### src/rtl/tcw_pkg.sv
package tcw_pkg;

	localparam int COLUMNS    = 80;
	localparam int ROWS       = 25;
	localparam int CELL_COUNT = COLUMNS * ROWS;
	localparam int ADDR_W     = $clog2(CELL_COUNT);

	typedef logic [ADDR_W-1:0] addr_t;
	typedef logic [15:0]       cell_t;

	localparam logic [1:0] KIND_PUT   = 2'd0;
	localparam logic [1:0] KIND_CLEAR = 2'd1;
	localparam logic [1:0] KIND_SET   = 2'd2;
	localparam logic [1:0] KIND_READ  = 2'd3;

	localparam logic [7:0] CH_NEWLINE   = 8'd10;
	localparam logic [7:0] CH_BACKSPACE = 8'd8;
	localparam logic [7:0] CH_SPACE     = 8'd32;
	localparam logic [7:0] RESET_COLOR  = 8'h0F;
	localparam logic [3:0] RESET_FG     = 4'd15;
	localparam logic [3:0] RESET_BG     = 4'd0;

	localparam logic [0:0] REG_FG = 1'b0;
	localparam logic [0:0] REG_BG = 1'b1;

	localparam logic [6:0] COL_END  = 7'(COLUMNS);
	localparam logic [4:0] ROW_END  = 5'(ROWS);
	localparam logic [4:0] ROW_LAST = 5'(ROWS - 1);

	localparam addr_t ADDR_LAST     = ADDR_W'(CELL_COUNT - 1);
	localparam addr_t ROW_STRIDE    = ADDR_W'(COLUMNS);
	localparam addr_t LAST_ROW_BASE = ADDR_W'((ROWS - 1) * COLUMNS);

	typedef struct packed {
		logic  en;
		addr_t addr;
		cell_t data;
	} ram_wr_t;

	typedef struct packed {
		logic  en;
		addr_t addr;
	} ram_rd_t;

	typedef struct packed {
		logic       valid;
		logic [6:0] col;
		logic [4:0] row;
		logic [7:0] ch;
		logic [7:0] color;
	} result_t;

	function automatic addr_t cell_addr(logic [4:0] row, logic [6:0] col);
		cell_addr = ADDR_W'(int'(row) * COLUMNS + int'(col));
	endfunction

endpackage

### src/rtl/tcw_seq.sv
module tcw_seq (
	input  logic             clk,
	input  logic             arst_n,
	input  logic             start,
	input  logic [1:0]       kind,
	input  logic [7:0]       char_code,
	input  logic [6:0]       target_col,
	input  logic [4:0]       target_row,
	input  logic [3:0]       fg,
	input  logic [3:0]       bg,
	input  logic             out_free,
	output logic             idle,
	output tcw_pkg::result_t done,
	output tcw_pkg::ram_wr_t wr,
	output tcw_pkg::ram_rd_t rd,
	input  tcw_pkg::cell_t   rdata
);
	import tcw_pkg::*;

	localparam logic [2:0] ST_IDLE   = 3'd0;
	localparam logic [2:0] ST_EXEC   = 3'd1;
	localparam logic [2:0] ST_SCROLL = 3'd2;
	localparam logic [2:0] ST_BLANK  = 3'd3;
	localparam logic [2:0] ST_FILL   = 3'd4;
	localparam logic [2:0] ST_PUTC   = 3'd5;
	localparam logic [2:0] ST_DONE   = 3'd6;

	localparam logic [1:0] SRC_DATA = 2'd0;
	localparam logic [1:0] SRC_COPY = 2'd1;
	localparam logic [1:0] SRC_BKSP = 2'd2;

	logic [2:0] state_q;
	logic       pend_q;
	logic       putc_q;
	logic       hit_q;
	logic [1:0] kind_q;
	logic [7:0] ch_q;
	logic [6:0] tcol_q;
	logic [4:0] trow_q;
	logic [6:0] col_q;
	logic [4:0] row_q;
	addr_t      addr_q;
	cell_t      fill_q;

	logic       wr_en_s1;
	addr_t      wr_addr_s1;
	logic [1:0] wr_src_s1;
	cell_t      wr_data_s1;

	logic [7:0] color;
	cell_t      blank;
	logic       is_nl;
	logic       is_bs;
	logic       wrap;
	logic       last_row;
	logic       in_range;

	assign color    = {bg, fg};
	assign blank    = {color, CH_SPACE};
	assign is_nl    = (ch_q == CH_NEWLINE);
	assign is_bs    = (ch_q == CH_BACKSPACE);
	assign wrap     = (col_q >= COL_END);
	assign last_row = (row_q == ROW_LAST);
	assign in_range = (tcol_q < COL_END) && (trow_q < ROW_END);
	assign idle     = (state_q == ST_IDLE);

	always_comb begin
		rd.en   = 1'b0;
		rd.addr = '0;
		case (state_q)
			ST_EXEC: begin
				if (kind_q == KIND_PUT && is_bs && col_q != 7'd0) begin
					rd.en   = 1'b1;
					rd.addr = cell_addr(row_q, col_q - 7'd1);
				end else if (kind_q == KIND_READ && in_range) begin
					rd.en   = 1'b1;
					rd.addr = cell_addr(trow_q, tcol_q);
				end
			end
			ST_SCROLL: begin
				rd.en   = 1'b1;
				rd.addr = addr_q;
			end
			default: begin
				rd.en = 1'b0;
			end
		endcase
	end

	always_comb begin
		wr.en   = wr_en_s1;
		wr.addr = wr_addr_s1;
		case (wr_src_s1)
			SRC_COPY: wr.data = rdata;
			SRC_BKSP: wr.data = {rdata[15:8], CH_SPACE};
			default:  wr.data = wr_data_s1;
		endcase
	end

	always_comb begin
		done.valid = (state_q == ST_DONE) && pend_q;
		done.col   = col_q;
		done.row   = row_q;
		if (kind_q == KIND_READ && hit_q) begin
			done.ch    = rdata[7:0];
			done.color = rdata[15:8];
		end else begin
			done.ch    = 8'd0;
			done.color = 8'd0;
		end
	end

	always_ff @(posedge clk or negedge arst_n) begin
		if (!arst_n) begin
			state_q  <= ST_FILL;
			addr_q   <= '0;
			fill_q   <= {RESET_COLOR, CH_SPACE};
			pend_q   <= 1'b0;
			putc_q   <= 1'b0;
			col_q    <= '0;
			row_q    <= '0;
			wr_en_s1 <= 1'b0;
		end else begin
			wr_en_s1 <= 1'b0;
			case (state_q)
				ST_IDLE: begin
					if (start) begin
						kind_q  <= kind;
						ch_q    <= char_code;
						tcol_q  <= target_col;
						trow_q  <= target_row;
						pend_q  <= 1'b1;
						state_q <= ST_EXEC;
					end
				end
				ST_EXEC: begin
					state_q <= ST_DONE;
					case (kind_q)
						KIND_PUT: begin
							if (is_nl) begin
								col_q <= '0;
								if (!last_row) begin
									row_q <= row_q + 5'd1;
								end else begin
									addr_q  <= ROW_STRIDE;
									putc_q  <= 1'b0;
									state_q <= ST_SCROLL;
								end
							end else if (is_bs) begin
								if (col_q != 7'd0) begin
									col_q      <= col_q - 7'd1;
									wr_en_s1   <= 1'b1;
									wr_addr_s1 <= cell_addr(row_q, col_q - 7'd1);
									wr_src_s1  <= SRC_BKSP;
								end
							end else if (wrap && last_row) begin
								col_q   <= 7'd1;
								addr_q  <= ROW_STRIDE;
								putc_q  <= 1'b1;
								state_q <= ST_SCROLL;
							end else begin
								wr_en_s1   <= 1'b1;
								wr_src_s1  <= SRC_DATA;
								wr_data_s1 <= {color, ch_q};
								if (wrap) begin
									wr_addr_s1 <= cell_addr(row_q + 5'd1, 7'd0);
									row_q      <= row_q + 5'd1;
									col_q      <= 7'd1;
								end else begin
									wr_addr_s1 <= cell_addr(row_q, col_q);
									col_q      <= col_q + 7'd1;
								end
							end
						end
						KIND_CLEAR: begin
							fill_q  <= blank;
							addr_q  <= '0;
							col_q   <= '0;
							row_q   <= '0;
							state_q <= ST_FILL;
						end
						KIND_SET: begin
							if (in_range) begin
								col_q <= tcol_q;
								row_q <= trow_q;
							end
						end
						default: begin
							hit_q <= in_range;
						end
					endcase
				end
				ST_SCROLL: begin
					wr_en_s1   <= 1'b1;
					wr_addr_s1 <= addr_q - ROW_STRIDE;
					wr_src_s1  <= SRC_COPY;
					if (addr_q == ADDR_LAST) begin
						addr_q  <= LAST_ROW_BASE;
						state_q <= ST_BLANK;
					end else begin
						addr_q <= addr_q + addr_t'(1);
					end
				end
				ST_BLANK: begin
					wr_en_s1   <= 1'b1;
					wr_addr_s1 <= addr_q;
					wr_src_s1  <= SRC_DATA;
					wr_data_s1 <= blank;
					if (addr_q == ADDR_LAST) begin
						state_q <= putc_q ? ST_PUTC : ST_DONE;
					end else begin
						addr_q <= addr_q + addr_t'(1);
					end
				end
				ST_FILL: begin
					wr_en_s1   <= 1'b1;
					wr_addr_s1 <= addr_q;
					wr_src_s1  <= SRC_DATA;
					wr_data_s1 <= fill_q;
					if (addr_q == ADDR_LAST) begin
						state_q <= ST_DONE;
					end else begin
						addr_q <= addr_q + addr_t'(1);
					end
				end
				ST_PUTC: begin
					wr_en_s1   <= 1'b1;
					wr_addr_s1 <= LAST_ROW_BASE;
					wr_src_s1  <= SRC_DATA;
					wr_data_s1 <= {color, ch_q};
					state_q    <= ST_DONE;
				end
				ST_DONE: begin
					if (!pend_q) begin
						state_q <= ST_IDLE;
					end else if (out_free) begin
						pend_q  <= 1'b0;
						state_q <= ST_IDLE;
					end
				end
				default: begin
					state_q <= ST_IDLE;
				end
			endcase
		end
	end

endmodule

### config.mk
export PLATFORM = sky130hd
export DESIGN_NAME = tcw_seq
export DESIGN_NICKNAME = d
export VERILOG_FILES = /design/src/rtl/tcw_pkg.sv /design/src/rtl/tcw_seq.sv
export SDC_FILE = /design/constraint.sdc
export NUM_CORES = 1
export LEC_CHECK = 0
export BUFFER_PORTS_ARGS = -buffer_cell sky130_fd_sc_hd__clkbuf_2
export CAP_MARGIN = 20
export CORE_MARGIN = 8
export CORE_UTILIZATION = 35
export DETAILED_ROUTE_END_ITERATION = 6
export GPL_TIMING_DRIVEN = 1
export PLACE_DENSITY = 0.63
export SLEW_MARGIN = 15
export SYNTH_ARGS = -nofsm -noshare
export SYNTH_HDL_FRONTEND = slang
export SYNTH_SLANG_ARGS = --single-unit
### constraint.sdc
create_clock -name clk -period 3.6 [get_ports clk]
set_input_delay 0.18 -clock clk [delete_from_list [all_inputs] [get_ports clk]]
set_output_delay 0.18 -clock clk [all_outputs]
set_load 0.02 [all_outputs]
==> impl_metrics.ini <==
[run_status]
status = finished, final reports clean

[yosys]
ys_seq_elements = 89
synth_compound_area_share_pct = 21.0
yosysWarnings = 0
ys_top_cells_by_area = edfxtp_1, dfrtp_1, ha_1, nand2_1, a21oi_1
synth_top_area_share_pct = 23.6
yosysMostFrequentCell = nand2_1
synth_area_um2 = 6610
syn-num-nets = 784
synthMuxAreaShare_pct = 5.43
syn-instance-count = 684
synth_ff_type = edfxtp_1
synth_top_family_by_area = compound AO/OA/AOI/OAI gates
yosys.area_share.simple_pct = 17.0
synthXorXnorAreaFrac_pct = 3.65
synth-async-reset-ratio_pct = 41.6
synth_common_cells = nand2_1, edfxtp_1, ha_1
yosysUniqueCellTypes = 85
synth_edf_count = 52
synth.avg_cell_area_um2 = 9.67
ys_seq_area_share_pct = 37.7
yosys.area.top_type = edfxtp_1
post_synth_fa_ha_maj_area_fraction_pct = 10.1

[clocking]
clock_path_buffers = 2
clk_latency_ns = 0.37
clockRootBuffer = clkbuf_16
cts_buffers = 9
cts.clk_slew.worst_paths_ns = 0.07
cts.sinks = 89
h-tree-depth = 3
cts_tree = done

[critical_path]
crit_required_ns = 3.42
crit_fanout = 7
path_class = register to primary output
end_kind = primary output
reg2reg_depth = 10
cp.arrival_ns = 3.36
rrSetupSlack_ns = 0.52
rr_startpoint = col_q[1]
cp-start-kind = register
worstReg2RegEnd = wr_addr_s1[10]
crit_path_start = col_q[1]

[sta]
hold_violations = 0
max_slew_margin_pct = 49.8
max_freq_mhz = 283
finalSetupViolations = 0
finClkSkew_ns = 0.0147
period_minus_slack_ns = 3.54
rsz0062_at_grt = true
fin_crit_sh_pct = 98.2
final-max-slew-violation-count = 0
worst_pin_slew_ns = 0.754

[run]
maxCapViolCount = 0

[floorplanning]
fp.dieH_um = 153
fp.coreArea_um2 = 18600
dieArea_um2 = 23600
ioPinCount = 120
rows = 50
start_util_pct = 35.5
chipWidth_um = 153

[route]
drc = 0
vias_per_cell = 5.54
drt-wirelength-per-cell_um = 18.8
drtIter0Drc = 478
vias = 5801
antenna_left = 0
wirelength_um = 19700
drt_pre_antenna_iters = 5

[power_and_ir_drop]
p_leak_nw = 3.51
power_mw = 6.96
p_per_area_nw_per_um2 = 871
ir_drop_v = 0.000351

[global_routing]
grt_antenna_before_repair = 0
grt_use_total_pct = 16.6
grt_pass1_wl_um = 30900
grt_pass1_vias = 5679
overflow = 0
grt_max_degree = 29

[place]
place_inst = 1010
place_hpwl_um = 15100
io_buffers = 119
routabilityCongestion = 0.874

[cells_and_area]
antenna_cells = 0
drive_gt1_share_pct = 25.4
layout.cells.non_filler = 1048
area_growth_pct = 20.8
fin_nets = 909

[worst_hold_path]
min_delay_path_depth = 1
min-delay-start = kind[1]
hold_path.class = primary input to register
hold_end = kind_q[1]
==> critical path, stage by stage, from the launching register on <==
cell      delay (ns)
dfrtp_1         0.44
or3_1           0.45
or4_1           0.45
nand2_1         0.14
fa_1            0.22
a21oi_1         0.10
nor4bb_1        0.34
xnor3_1         0.32
a32oi_1         0.21
o31ai_1         0.14
clkbuf_2        0.19
==> how the worst max path moves through the flow <==
stage	slack, ns	to
2_1_floorplan	0.57	rd[8]
3_3_place_gp	0.37	rd[8]
3_5_place_dp	0.28	rd[8]
4_1_cts	0.03	rd[10]
5_1_grt	-0.06	rd[10]
6_report	0.06	rd[10]
==> sequential cells by signal, indices dropped and copies added, names as in the netlist <==
signal and flops:
hit_q 1, wr_data_s1 16, col_q 7, kind_q 2
tcol_q 7, addr_q 11, fill_q 8, ch_q 8
putc_q 1, wr_src_s1 2, trow_q 5, wr_addr_s1 11
wr_en_s1 1, row_q 5, pend_q 1, state_q 3
==> placed cells by master (no fill, tap or decap), drive strengths merged, types with 6 or more instances in the layout <==
master and count:
a211oi 7, a211o 6, mux2i 13, o31ai 7, clkbuf 128, a21oi 44, o22ai 6, and3 29
o211ai 8, o21ai 41, dlygate4sd3 21, nand3 16, a22oi 6, xnor2 12, and2 11, a31oi 8
dfrtp 32, buf 15, a22o 12, edfxtp 52, ha 44, nor3 13, nor2 33, nor2b 10
mux2 20, a21o 9, fa 6, nand2 63, xor2 13, inv 44
==> final cells by class <==
cell class | count | area [um2]
Sequential cell | 89 | 2490
Timing Repair Buffer | 155 | 918
Clock inverter | 7 | 81.3
Tap cell | 234 | 293
Clock buffer | 9 | 225
Fill cell | 1830 | 10700
Inverter | 40 | 150
Multi-Input combinational cell | 514 | 3830
==> cell families after synthesis <==
| family | count (synthesis) |
|---|---|
| muxes | 33 |
| AOI/OAI and AO/OA | 198 |
| buffers and inverters | 81 |
| DFF | 89 |
| xor gates and xnor gates | 26 |
| adders and majority gates | 50 |
| and+or+nand+nor | 207 |
==> layer usage <==
metal  vias up  wire (um)  track usage (%)
met5         -          0                0
met4         0        582             7.84
met3        34       1110             3.07
met2       196       9390             28.2
met1      2775       8590             19.9
li1       2796          -                -
==> metrics by stage <==
step | util (%) | instance area (um2) | TNS [ns] | hold WS, ns | worst slack, ns
after floorplan | - | 6610 | 0 | -0.116 | 0.573
after global placement | 39.9 | 7430 | 0 | 0.294 | 0.373
after detailed placement | 39.9 | 7430 | 0 | 0.297 | 0.276
after CTS | 42.6 | 7950 | 0 | 0.00142 | 0.0320
after global routing | 42.9 | 7990 | -0.0562 | 0.00244 | -0.0562
final | 42.9 | 7990 | 0 | 0.0177 | 0.0645
==> where the power goes <==
part	switching (mW)	internal [mW]	total [mW]
Clock	0.486	0.497	0.982
Sequential	0.386	1.52	1.91
Combinational	2.50	1.57	4.07
==> repair_timing <==
item,CTS,global route
endpoints found under the setup margin,2,3
pin swaps,0,1
endpoints found under the hold margin,38,0
cloned,0,0
setup buffers,0,1
resized for setup,2,7
hold buffers,21,0
Power figures use the tool's default switching activity.
